### src/msea_pkg.sv
// Shared types, command codes and decode helpers for the ModR/M and SIB
// effective-address core. No dependencies.
package msea_pkg;

    localparam logic [1:0] CMD_MODRM = 2'd0;
    localparam logic [1:0] CMD_BYTE  = 2'd1;
    localparam logic [1:0] CMD_WRITE = 2'd2;

    localparam logic [1:0] MOD_NODISP = 2'd0;
    localparam logic [1:0] MOD_DISP8  = 2'd1;
    localparam logic [1:0] MOD_REG    = 2'd3;

    localparam logic [2:0] RM_SIB    = 3'd4;
    localparam logic [2:0] RM_DISP32 = 3'd5;
    localparam logic [2:0] IDX_NONE  = 3'd4;

    typedef struct packed {
        logic        is_write;
        logic        rm_is_register;
        logic [3:0]  reg_number;
        logic [3:0]  rm_number;
        logic        status;
        logic [2:0]  operand_length;
        logic        base_en;
        logic [3:0]  base_idx;
        logic        index_en;
        logic [3:0]  index_idx;
        logic [1:0]  scale;
        logic        rip_en;
        logic [31:0] disp;
        logic [63:0] value;
    } job_t;

    function automatic logic [2:0] disp_len(input logic [1:0] md, input logic [2:0] rm,
                                            input logic [2:0] sib_base);
        logic [2:0] len;
        len = 3'd0;
        case (md)
            2'd1: len = 3'd1;
            2'd2: len = 3'd4;
            2'd0:
            begin
                if (rm == RM_DISP32 || (rm == RM_SIB && sib_base == RM_DISP32))
                    len = 3'd4;
            end
            default: len = 3'd0;
        endcase
        return len;
    endfunction

endpackage

### src/msea_front.sv
// Byte parser: latches ModR/M, SIB and displacement bytes and classifies the
// finished operand into a job for the back end. Depends on msea_pkg.
module msea_front
    import msea_pkg::*;
(
    input  logic        clk,
    input  logic        rst_n,
    input  logic        accept,
    input  logic [1:0]  command,
    input  logic [7:0]  data_byte,
    input  logic        rex_r_bit,
    input  logic        rex_x_bit,
    input  logic        rex_b_bit,
    input  logic        addr32_flag,
    input  logic [63:0] rip_value,
    input  logic [3:0]  write_index,
    input  logic [63:0] write_value,
    output logic        push,
    output job_t        job
);

    typedef enum logic [1:0] {PH_IDLE, PH_SIB, PH_DISP} phase_t;

    phase_t      phase_reg, phase_next;
    logic [7:0]  modrm_reg, modrm_next;
    logic [7:0]  sib_reg, sib_next;
    logic [31:0] disp_reg, disp_next;
    logic [2:0]  rem_reg, rem_next;
    logic [3:0]  prefix_reg, prefix_next;
    logic        done;
    logic [1:0]  pos;
    logic [1:0]  md;
    logic [2:0]  rm;
    logic [2:0]  dl;
    logic        mem;

    always_comb
    begin
        phase_next  = phase_reg;
        modrm_next  = modrm_reg;
        sib_next    = sib_reg;
        disp_next   = disp_reg;
        rem_next    = rem_reg;
        prefix_next = prefix_reg;
        done        = 1'b0;
        pos = 2'(disp_len(modrm_reg[7:6], modrm_reg[2:0], sib_reg[2:0]) - rem_reg);
        case (command)
            CMD_MODRM:
            begin
                modrm_next  = data_byte;
                sib_next    = 8'd0;
                disp_next   = 32'd0;
                prefix_next = {addr32_flag, rex_r_bit, rex_x_bit, rex_b_bit};
                if (data_byte[7:6] == MOD_REG)
                    done = 1'b1;
                else if (data_byte[2:0] == RM_SIB)
                    phase_next = PH_SIB;
                else
                begin
                    rem_next = disp_len(data_byte[7:6], data_byte[2:0], 3'd0);
                    if (rem_next == 3'd0)
                        done = 1'b1;
                    else
                        phase_next = PH_DISP;
                end
            end
            CMD_BYTE:
            begin
                if (phase_reg == PH_SIB)
                begin
                    sib_next = data_byte;
                    rem_next = disp_len(modrm_reg[7:6], modrm_reg[2:0], data_byte[2:0]);
                    if (rem_next == 3'd0)
                        done = 1'b1;
                    else
                        phase_next = PH_DISP;
                end
                else if (phase_reg == PH_DISP)
                begin
                    disp_next[{pos, 3'b000} +: 8] = data_byte;
                    rem_next = rem_reg - 3'd1;
                    if (rem_next == 3'd0)
                        done = 1'b1;
                end
            end
            default: ;
        endcase
        if (done)
        begin
            phase_next = PH_IDLE;
            rem_next   = 3'd0;
        end
    end

    always_ff @(posedge clk or negedge rst_n)
    begin
        if (!rst_n)
        begin
            phase_reg  <= PH_IDLE;
            modrm_reg  <= 8'd0;
            sib_reg    <= 8'd0;
            disp_reg   <= 32'd0;
            rem_reg    <= 3'd0;
            prefix_reg <= 4'd0;
        end
        else if (accept)
        begin
            phase_reg  <= phase_next;
            modrm_reg  <= modrm_next;
            sib_reg    <= sib_next;
            disp_reg   <= disp_next;
            rem_reg    <= rem_next;
            prefix_reg <= prefix_next;
        end
    end

    assign md  = modrm_next[7:6];
    assign rm  = modrm_next[2:0];
    assign dl  = disp_len(md, rm, sib_next[2:0]);
    assign mem = (md != MOD_REG) && !prefix_next[3];

    assign push = accept && (done || command == CMD_WRITE);

    always_comb
    begin
        job = '0;
        if (command == CMD_WRITE)
        begin
            job.is_write = 1'b1;
            job.base_idx = write_index;
            job.value    = write_value;
        end
        else
        begin
            job.rm_is_register = (md == MOD_REG);
            job.reg_number     = {prefix_next[2], modrm_next[5:3]};
            job.rm_number      = (md == MOD_REG) ? {prefix_next[0], rm} : 4'd0;
            job.status         = prefix_next[3];
            job.operand_length = 3'd1 + {2'd0, (md != MOD_REG && rm == RM_SIB)}
                               + ((md != MOD_REG) ? dl : 3'd0);
            job.rip_en   = mem && md == MOD_NODISP && rm == RM_DISP32;
            job.base_en  = mem && !(md == MOD_NODISP && rm == RM_DISP32)
                         && !(md == MOD_NODISP && rm == RM_SIB && sib_next[2:0] == RM_DISP32);
            job.base_idx = (rm == RM_SIB) ? {prefix_next[0], sib_next[2:0]}
                                          : {prefix_next[0], rm};
            job.index_en  = mem && rm == RM_SIB
                          && !(!prefix_next[1] && sib_next[5:3] == IDX_NONE);
            job.index_idx = {prefix_next[1], sib_next[5:3]};
            job.scale     = sib_next[7:6];
            if (!mem)
                job.disp = 32'd0;
            else if (md == MOD_DISP8)
                job.disp = {{24{disp_next[7]}}, disp_next[7:0]};
            else
                job.disp = disp_next;
            job.value = rip_value;
        end
    end

endmodule

### src/msea_queue.sv
// Two-entry job queue between parser and address back end.
// Depends on msea_pkg for the job type.
module msea_queue
    import msea_pkg::*;
(
    input  logic clk,
    input  logic rst_n,
    input  logic push,
    input  job_t push_job,
    input  logic pop,
    output job_t head,
    output logic full,
    output logic empty
);

    job_t       slot_reg [2];
    logic       wr_ptr_reg;
    logic       rd_ptr_reg;
    logic [1:0] count_reg;

    assign full  = (count_reg == 2'd2);
    assign empty = (count_reg == 2'd0);
    assign head  = slot_reg[rd_ptr_reg];

    always_ff @(posedge clk)
    begin
        if (push)
            slot_reg[wr_ptr_reg] <= push_job;
    end

    always_ff @(posedge clk or negedge rst_n)
    begin
        if (!rst_n)
        begin
            wr_ptr_reg <= 1'b0;
            rd_ptr_reg <= 1'b0;
            count_reg  <= 2'd0;
        end
        else
        begin
            if (push)
                wr_ptr_reg <= !wr_ptr_reg;
            if (pop)
                rd_ptr_reg <= !rd_ptr_reg;
            count_reg <= count_reg + {1'b0, push} - {1'b0, pop};
        end
    end

endmodule

### src/msea_back.sv
// Address back end: register file, operand read stage, base plus scaled index
// stage and result register. Depends on msea_pkg.
module msea_back
    import msea_pkg::*;
#(
    parameter int NUM_REGS = 16
)
(
    input  logic        clk,
    input  logic        rst_n,
    input  job_t        head,
    input  logic        empty,
    output logic        pop,
    output logic        result_valid,
    input  logic        result_stall,
    output logic        rm_is_register,
    output logic [3:0]  reg_number,
    output logic [3:0]  rm_number,
    output logic [63:0] effective_address,
    output logic        status,
    output logic [2:0]  operand_length
);

    localparam int IdxW = $clog2(NUM_REGS);

    logic [63:0]         rf_reg [NUM_REGS];
    logic [NUM_REGS-1:0] rf_valid_reg;

    logic        adv;
    logic        a_valid_reg;
    job_t        a_job_reg;
    logic [63:0] a_base_reg;
    logic [63:0] a_index_reg;
    logic        b_valid_reg;
    job_t        b_job_reg;
    logic [63:0] b_sum_reg;
    logic [63:0] sum_next;
    logic [63:0] ea_next;
    logic [IdxW-1:0] wr_idx;
    logic [IdxW-1:0] base_idx;
    logic [IdxW-1:0] index_idx;

    assign adv = !result_valid || !result_stall;
    assign pop = adv && !empty;

    assign wr_idx    = head.base_idx[IdxW-1:0];
    assign base_idx  = head.base_idx[IdxW-1:0];
    assign index_idx = head.index_idx[IdxW-1:0];

    always_ff @(posedge clk)
    begin
        if (pop && head.is_write)
            rf_reg[wr_idx] <= head.value;
        if (pop)
        begin
            a_job_reg   <= head;
            a_base_reg  <= rf_valid_reg[base_idx] ? rf_reg[base_idx] : 64'd0;
            a_index_reg <= rf_valid_reg[index_idx] ? rf_reg[index_idx] : 64'd0;
        end
    end

    always_comb
    begin
        sum_next = 64'd0;
        if (a_job_reg.rip_en)
            sum_next = a_job_reg.value;
        else if (a_job_reg.base_en)
            sum_next = a_base_reg;
        if (a_job_reg.index_en)
            sum_next = sum_next + (a_index_reg << a_job_reg.scale);
    end

    assign ea_next = b_sum_reg + {{32{b_job_reg.disp[31]}}, b_job_reg.disp};

    always_ff @(posedge clk)
    begin
        if (adv)
        begin
            b_job_reg         <= a_job_reg;
            b_sum_reg         <= sum_next;
            rm_is_register    <= b_job_reg.rm_is_register;
            reg_number        <= b_job_reg.reg_number;
            rm_number         <= b_job_reg.rm_number;
            effective_address <= ea_next;
            status            <= b_job_reg.status;
            operand_length    <= b_job_reg.operand_length;
        end
    end

    always_ff @(posedge clk or negedge rst_n)
    begin
        if (!rst_n)
        begin
            rf_valid_reg <= '0;
            a_valid_reg  <= 1'b0;
            b_valid_reg  <= 1'b0;
            result_valid <= 1'b0;
        end
        else
        begin
            if (pop && head.is_write)
                rf_valid_reg[wr_idx] <= 1'b1;
            if (adv)
            begin
                a_valid_reg  <= pop && !head.is_write;
                b_valid_reg  <= a_valid_reg;
                result_valid <= b_valid_reg;
            end
        end
    end

    a_no_write_in_pipe: assert property (@(posedge clk) disable iff (!rst_n)
        a_valid_reg |-> !a_job_reg.is_write)
        else $error("register write entered address pipeline");

    a_regdirect_zero: assert property (@(posedge clk) disable iff (!rst_n)
        (result_valid && rm_is_register) |-> (effective_address == 64'd0))
        else $error("register-direct beat carries nonzero address");

    a_status_zero: assert property (@(posedge clk) disable iff (!rst_n)
        (result_valid && status) |-> (effective_address == 64'd0 && rm_number == 4'd0
                                      || rm_is_register))
        else $error("unsupported beat carries an address");

    a_length_range: assert property (@(posedge clk) disable iff (!rst_n)
        result_valid |-> (operand_length != 3'd0 && operand_length != 3'd7))
        else $error("operand length out of range");

endmodule

### src/modrm_sib_effective_address_core.sv
// ModR/M and SIB effective-address core: one byte or register write per beat.
// Results pass through the job queue, operand read, sum and result registers.
// Throughput: one input beat and one result beat per cycle when unstalled.
// Reset clears the parser, the job queue, the pipeline valids and the register
// file valid bits, so every register reads as zero until written.
// Depends on msea_pkg, msea_front, msea_queue and msea_back.
module modrm_sib_effective_address_core
    import msea_pkg::*;
#(
    parameter int NUM_REGS = 16
)
(
    input  logic        clk,
    input  logic        rst_n,
    input  logic        item_valid,
    output logic        item_stall,
    input  logic [1:0]  command,
    input  logic [7:0]  data_byte,
    input  logic        rex_r_bit,
    input  logic        rex_x_bit,
    input  logic        rex_b_bit,
    input  logic        addr32_flag,
    input  logic [63:0] rip_value,
    input  logic [3:0]  write_index,
    input  logic [63:0] write_value,
    output logic        result_valid,
    input  logic        result_stall,
    output logic        rm_is_register,
    output logic [3:0]  reg_number,
    output logic [3:0]  rm_number,
    output logic [63:0] effective_address,
    output logic        status,
    output logic [2:0]  operand_length
);

    logic accept;
    logic push;
    job_t push_job;
    job_t head;
    logic full;
    logic empty;
    logic pop;

    assign item_stall = full;
    assign accept     = item_valid && !item_stall;

    msea_front u_front (
        .clk         (clk),
        .rst_n       (rst_n),
        .accept      (accept),
        .command     (command),
        .data_byte   (data_byte),
        .rex_r_bit   (rex_r_bit),
        .rex_x_bit   (rex_x_bit),
        .rex_b_bit   (rex_b_bit),
        .addr32_flag (addr32_flag),
        .rip_value   (rip_value),
        .write_index (write_index),
        .write_value (write_value),
        .push        (push),
        .job         (push_job)
    );

    msea_queue u_queue (
        .clk      (clk),
        .rst_n    (rst_n),
        .push     (push),
        .push_job (push_job),
        .pop      (pop),
        .head     (head),
        .full     (full),
        .empty    (empty)
    );

    msea_back #(
        .NUM_REGS (NUM_REGS)
    ) u_back (
        .clk               (clk),
        .rst_n             (rst_n),
        .head              (head),
        .empty             (empty),
        .pop               (pop),
        .result_valid      (result_valid),
        .result_stall      (result_stall),
        .rm_is_register    (rm_is_register),
        .reg_number        (reg_number),
        .rm_number         (rm_number),
        .effective_address (effective_address),
        .status            (status),
        .operand_length    (operand_length)
    );

endmodule
### config.mk
export PLATFORM = sky130hd
export DESIGN_NAME = modrm_sib_effective_address_core
export DESIGN_NICKNAME = d
export VERILOG_FILES = /design/src/msea_pkg.sv /design/src/msea_front.sv /design/src/msea_queue.sv /design/src/msea_back.sv /design/src/modrm_sib_effective_address_core.sv
export SDC_FILE = /design/constraint.sdc
export NUM_CORES = 2
export LEC_CHECK = 0
export BUFFER_PORTS_ARGS = -buffer_cell sky130_fd_sc_hd__buf_4
export CORE_MARGIN = 2
export CORE_UTILIZATION = 45
export CTS_CLUSTER_SIZE = 40
export DETAILED_ROUTE_END_ITERATION = 10
export PLACE_DENSITY = 0.65
export SETUP_SLACK_MARGIN = 0.2
export SLEW_MARGIN = 20
export SYNTH_ARGS = -nofsm -noshare
export SYNTH_HDL_FRONTEND = slang
export SYNTH_SLANG_ARGS = --single-unit
### constraint.sdc
create_clock -name clk -period 22.8 [get_ports clk]
set_input_delay 1.14 -clock clk [delete_from_list [all_inputs] [get_ports clk]]
set_output_delay 1.14 -clock clk [all_outputs]
set_load 0.02 [all_outputs]
Yosys cells after proc, flatten, opt, wreduce, memory -nomap -nowiden:

Memories as Yosys holds them, arrays and structs flattened. A register that Yosys moved wholly into a read port is not among the register bits.
Cells that the tools add are included.

* equal/unequal tests: 28
* magnitude comparators: 3
* bitwise operators: 1
* reductions and logical operators: 49
* shift-type cells: 3
* muxes and demuxes: 64
* add/subtract/negate cells: 9

Operators by type and width (count)
* two-way mux 64 bit: 4
* adder 64 bit: 2
* two-way mux 32 bit: 4
* case mux 32 bit (2 select lines): 1
* left shift 64 x 2 -> 64 bit: 1
* two-way mux 3 bit: 15
* two-way mux 40 bit: 1
* bitwise mux 32 bit: 1
* variable shift 8 x 7 -> 32 bit, first input constant: 1
* indexed part select 8 x 7 -> 32 bit: 1
* case mux 3 bit (3 select lines): 3
* == test 3 bit, second input constant: 8
* logical AND 1 bit: 20
* == test 2 bit, second input constant: 8
* two-way mux 8 bit: 2
* bitwise OR 16 bit: 1
* case mux 8 bit (2 select lines): 1
* two-way mux 1 bit: 15
* logical NOT 1 bit: 14
* two-way mux 14 bit: 1
* two-way mux 2 bit: 6
* two-way mux 4 bit: 3
* == test 2 x 1 -> 1 bit, second input constant: 5
* logical NOT 2 bit: 5
* other kinds (25): 34

* word-level logic and storage cells: 196
* register bits: 380
* memories kept: 2
* memory bits (writable): 1270
* output and inout bits: 79

Memories
* u_back.rf_reg: depth 16, bits a word 64, read ports 2, clocked after memory_dff 2, wr ports 1, line msea_back.sv:26 `logic [63:0] rf_reg [NUM_REGS];`
* u_queue.slot_reg: depth 2, bits a word 123, read ports 1, clocked after memory_dff 0, wr ports 1, line msea_queue.sv:16 `job_t slot_reg [2];`

Depth between registers and ports, before layout:

* word-level depth: 15
* gate-level depth with buffers: 17
* gate-level depth less buffers: 14

By module:

From an unflattened synthesis, not the netlist that was laid out.

* cell total of the unflattened synthesis: 5006
* area total of the unflattened synthesis: 85344.4 µm²

Modules (own cells, without submodules)
* msea_back: sequential area each 44077.3 µm², cells each 3914, instances 1, area an instance 71006.9 µm²
* msea_queue: sequential area each 7487.2 µm², cells each 398, instances 1, area an instance 9313.9 µm²
* msea_front: sequential area each 1426.4 µm², cells each 693, instances 1, area an instance 5009.8 µm²
* modrm_sib_effective_address_core: sequential area each 0.0 µm², cells each 1, instances 1, area an instance 13.8 µm²

Worst setup path after synthesis:

Ideal clock, no wire load.

* kind: input port to flip-flop
* start: input port result_stall
* end: memory u_back.rf_reg[11][0], enable pin
* buffers on the path: 0
* slack: 8.024 ns
* setup time: 0.487 ns
* data arrival time: 14.289 ns
* stages on the path: 6
* cell sequence: nand2_1 o21a_1 nand2b_1 nor2_1 nand2_1 nor2_1

* word-level cells in the longest chain between the ends: 6

Ends and longest elaborated chain
* start, declared: line modrm_sib_effective_address_core.sv:27 `input logic result_stall,`
* logical NOT 1 bit: line msea_back.sv:43 `assign adv = !result_valid || !result_stall;`
* logical OR 1 bit: line msea_back.sv:43
* logical AND 1 bit: line msea_back.sv:44 `assign pop = adv && !empty;`
* named net pop: line modrm_sib_effective_address_core.sv:42 `logic pop;`
* logical AND 1 bit: line msea_back.sv:52 `if (pop && head.is_write)`
* two-way mux 1 bit: line msea_back.sv:52
* two-way mux 1 bit (not written as such): line msea_back.sv:53 `rf_reg[wr_idx] <= head.value;`
* end, declared: line msea_back.sv:26

The timed path passes the listed nets, and every way through them passes these cells.

Worst setup path after layout:

* start: register u_queue.rd_ptr_reg
* end: register u_back.a_index_reg[42], read port of u_back.rf_reg, data pin

* word-level cells in the longest chain between the ends: 4

Ends and longest elaborated chain
* start, declared: line msea_queue.sv:18 `logic rd_ptr_reg;`
* start signal, assigned: line msea_queue.sv:44 `rd_ptr_reg <= !rd_ptr_reg;`
* memory (2 x 123 bit) (*)
* binary-select mux 1 bit (select 4 bit): line msea_back.sv:58 `a_index_reg <= rf_valid_reg[index_idx] ? rf_reg[index_idx] : 64'd0;`
* two-way mux 1 bit (not written as such): line msea_back.sv:58
* logical NOT 1 bit (no source line)
* end, declared: line msea_back.sv:33 `logic [63:0] a_index_reg;`

Every way passes the cells marked *; elsewhere a longest branch is shown, timed or not. The select of a mux whose other input is x is not followed.
A chain may end at the register's enable or synchronous reset.

==> results.sh <==
export IMPL_outcome="finished, final reports clean"
export IMPL_layout_area_seq_sq_um=53000
export IMPL_count_of_boundary_i_o_pins=229
export IMPL_design_core_area_sq_um=190000
export IMPL_yosysSeqAreaShare_pct=61.6
export IMPL_wl_final_um=245000
export IMPL_multi_input_gate_area_sq_um=31400
export IMPL_power_ir_vdd_worst_uv=96.9
export IMPL_clock_sinks=1778
export IMPL_holdCritPathClass="input port to asynchronous set/reset pin"
export IMPL_critical_path_required_ps=23310
export IMPL_rsz_0062_raised_after_global_routing="false"
export IMPL_synthMostInstantiatedCell="edfxtp_1"
export IMPL_vias_per_cell=6.26
export IMPL_initialDrtViolationCount=6808
export IMPL_period_share_pct=28.8
export IMPL_layout_drive_gt1_share_pct=16.5
export IMPL_remaining_drc_errors=0
export IMPL_worst_slew_pin_slew_ps=1170
export IMPL_synthFlopType="edfxtp_1"
export IMPL_cts_hold_buffers=0
export IMPL_fin_nets=6920
export IMPL_gp_routability_congestion=0.894
export IMPL_timing_final_hold_violations=0
export IMPL_yosys_warnings=0
export IMPL_first_pass_iters=6
export IMPL_clockBufferDepth=3
export IMPL_cp_depth=11
export IMPL_cts_inserted_buffers=183
export IMPL_synth_cell_type_count=82
export IMPL_initial_utilization_pct=45.3
export IMPL_fillers=15888
export IMPL_antenna_violations_before_repair=4
export IMPL_critical_path_max_stage_delay_ps=1050
export IMPL_mapped_nets=6891
export IMPL_critPathKind="flop to flop"
export IMPL_synth_largest_area_cell="edfxtp_1"
export IMPL_synth_top_cells_by_area="edfxtp_1, mux4_2, nand2_1"
export IMPL_final_max_slew_violation_count=0
export IMPL_synth_cells=6603
export IMPL_setup_reg_to_reg_worst_slack_ps=16240
export IMPL_cp_end_kind="flop"
export IMPL_largest_net_degree_at_the_start_of_global_routing=189
export IMPL_post_synthesis_sequential_element_count=1778
export IMPL_timing_final_setup_violations=0
export IMPL_timing_critical_path_slowest_stage_cell="dfrtp_4"
export IMPL_critical_path_most_common_cell="buf_4"
export IMPL_path_delay_family="buffers and inverters"
export IMPL_layout_setup_ws_ps=16240
export IMPL_cts_repair_timing_setup_buffer_count=0
export IMPL_crit_path_cell_trace="mux2i_4, buf_4, buf_4, buf_12, mux4_2, mux2i_1, nand2_1, o21ai_4, buf_4, buf_4, a211oi_1"
export IMPL_netlist_area_sq_um=86000
export IMPL_antenna_cells=0
export IMPL_timing_critical_path_fanout_max=102
export IMPL_clock_insertion_delay_worst_skew_ps=850
export IMPL_reg2regPathDepth=11
export IMPL_static_leakage_power_nw=34.1
export IMPL_place_port_buffers=228
export IMPL_timing_fmax_mhz=152
export IMPL_timing_critical_path_from_type="flop"
export IMPL_clock_tree_from_tritoncts="yes"
export IMPL_postCtsResizedCells=0
export IMPL_setup_crit_end="u_back.a_index_reg[42]"
export IMPL_final_antenna_net_count=0
export IMPL_maxCapViolations=0
export IMPL_clkSlewWorstSetupHoldPaths_ps=60
export IMPL_power_density_nw_per_um2=153
export IMPL_clock_period_minus_final_worst_setup_slack_ps=6560
export IMPL_async_flop_share_pct=4.50
export IMPL_largest_register_ff_count=1024
export IMPL_floorplan_die_width_um=441
export IMPL_synth_top_cells_by_count="edfxtp_1, nand2_1, clkbuf_1"
export IMPL_globalRouteTotalUtil_pct=24.7
export IMPL_grt_first_pass_wirelength_um=360000
export IMPL_worst_slew_slack_as_a_fraction_of_its_limit_pct=22.1
export IMPL_finalClockSkew_ps=41.8
export IMPL_pre_cts_slack_ps=16190
export IMPL_synth_enable_flop_cells=1698
export IMPL_setup_tns_ps=0
export IMPL_cp_buffers_inverters=5
export IMPL_grt_ovfl_total=0
export IMPL_capture_instance_of_the_worst_register_to_register_path="u_back.a_index_reg[42]"
export IMPL_core_rowCount=160
export IMPL_grt_pass1_vias=56495
export IMPL_synth_top_cell_area_share_pct=59.3
export IMPL_die_area_sq_um=195000
export IMPL_detailed_place_hpwl_um=143000
export IMPL_critical_path_arrival_ps=7070
export IMPL_r2r_start="u_queue.rd_ptr_reg"
export IMPL_routed_via_count=58202
export IMPL_routed_wire_length_per_instance_um=26.4
export IMPL_cts_root_buffer_cell="clkbuf_16"
export IMPL_startpoint="u_queue.rd_ptr_reg"
export IMPL_flow_area_growth_from_synthesis_pct=11.9
export IMPL_die_height_um=441
export IMPL_cts_htree_levels=4
export IMPL_postSynthAreaPerCell_sq_um=13.0
## worst register-to-register path, stage by stage, from the launching register on
cell and delay (ps):
dfrtp_4 1050, mux2i_4 360, buf_4 720, buf_4 890
buf_12 800, mux4_2 630, mux2i_1 150, nand2_1 110
o21ai_4 90, buf_4 390, buf_4 830, a211oi_1 220
## kinds of logic after synthesis
kind of cell | after synthesis | synth area share, %
AO/OA/AOI/OAI | 1147 | 9.66
XOR/XNOR | 124 | 1.26
adder cells (fa/ha/maj) | 138 | 2.02
buffers and inverters | 530 | 2.35
flip-flops | 1778 | 61.6
multiplexers | 543 | 11.1
AND/OR/NAND/NOR | 2343 | 12.0
## area by class of cell
type | instances | share of cell area [%]
timing repair buffer | 330 | 2.65
multi-input combinational | 4295 | 32.6
inverter | 44 | 0.174
tap | 2511 | 3.26
clock inverter | 110 | 1.24
sequential | 1778 | 55.0
clock buffer | 229 | 5.08
## worst min-delay path by stage
stage | endpoint | start | slack (ps) | cells after the start
6_report | u_front.disp_reg[11] | rst_n | 230 | 1
3_3_place_gp | u_back.b_job_reg[83] | u_back.a_job_reg[83] | 400 | 0
5_1_grt | u_front.disp_reg[9] | rst_n | 220 | 1
3_5_place_dp | u_back.b_job_reg[74] | u_back.a_job_reg[74] | 400 | 0
2_1_floorplan | u_back.b_job_reg[109] | u_back.a_job_reg[109] | 400 | 0
4_1_cts | u_front.disp_reg[20] | rst_n | 190 | 1
## per-layer routing
metal  vias up  routed length (um)  track usage, %
met5         -                   0               0
met4         0                7430            8.03
met3       486               24500            5.06
met2      3071              115000            39.8
met1     29231               97800            33.7
li1      25414                   -               -
## where the power goes
part	internal [mW]	switching, mW	leakage (nW)
Clock	1.75	1.29	2.95
Sequential	4.71	0.392	16.8
Combinational	2.42	4.16	14.3
## through the flow
stage | hold WS [ps] | power [mW] | cell area, sq um | cells | utilization (%)
3_5_place_dp | 405 | 11.6 | 90200 | 8958 | 47.5
3_3_place_gp | 403 | 11.5 | 90200 | 8958 | 47.5
4_1_cts | 191 | 14.7 | 96300 | 9297 | 50.7
2_1_floorplan | 400 | 9.63 | 86000 | 6603 | -
5_1_grt | 218 | 15.4 | 96300 | 9297 | 50.7
6_report | 232 | 14.7 | 96300 | 9297 | 50.7
## cells in the final DEF, fill, tap and decap left out, drive strengths merged, types with 18 or more instances in the layout
master and n:
edfxtp 1698, nand2 1445, buf 330, mux4 316, nand3 290, a311oi 264, clkbuf 229, a21oi 221
nor2 187, a211oi 144, and3 142, mux2 137, ha 136, o21ai 123, a22o 103, a21o 90
mux2i 90, nor2b 85, dfrtp 80, nor3b 73, clkinv 73, xnor2 70, xor2 54, inv 50
nand4 38, o21bai 35, a22oi 31, a31oi 29, bufinv 20, or2 20, a32o 18
Power figures use the tool's default switching activity.
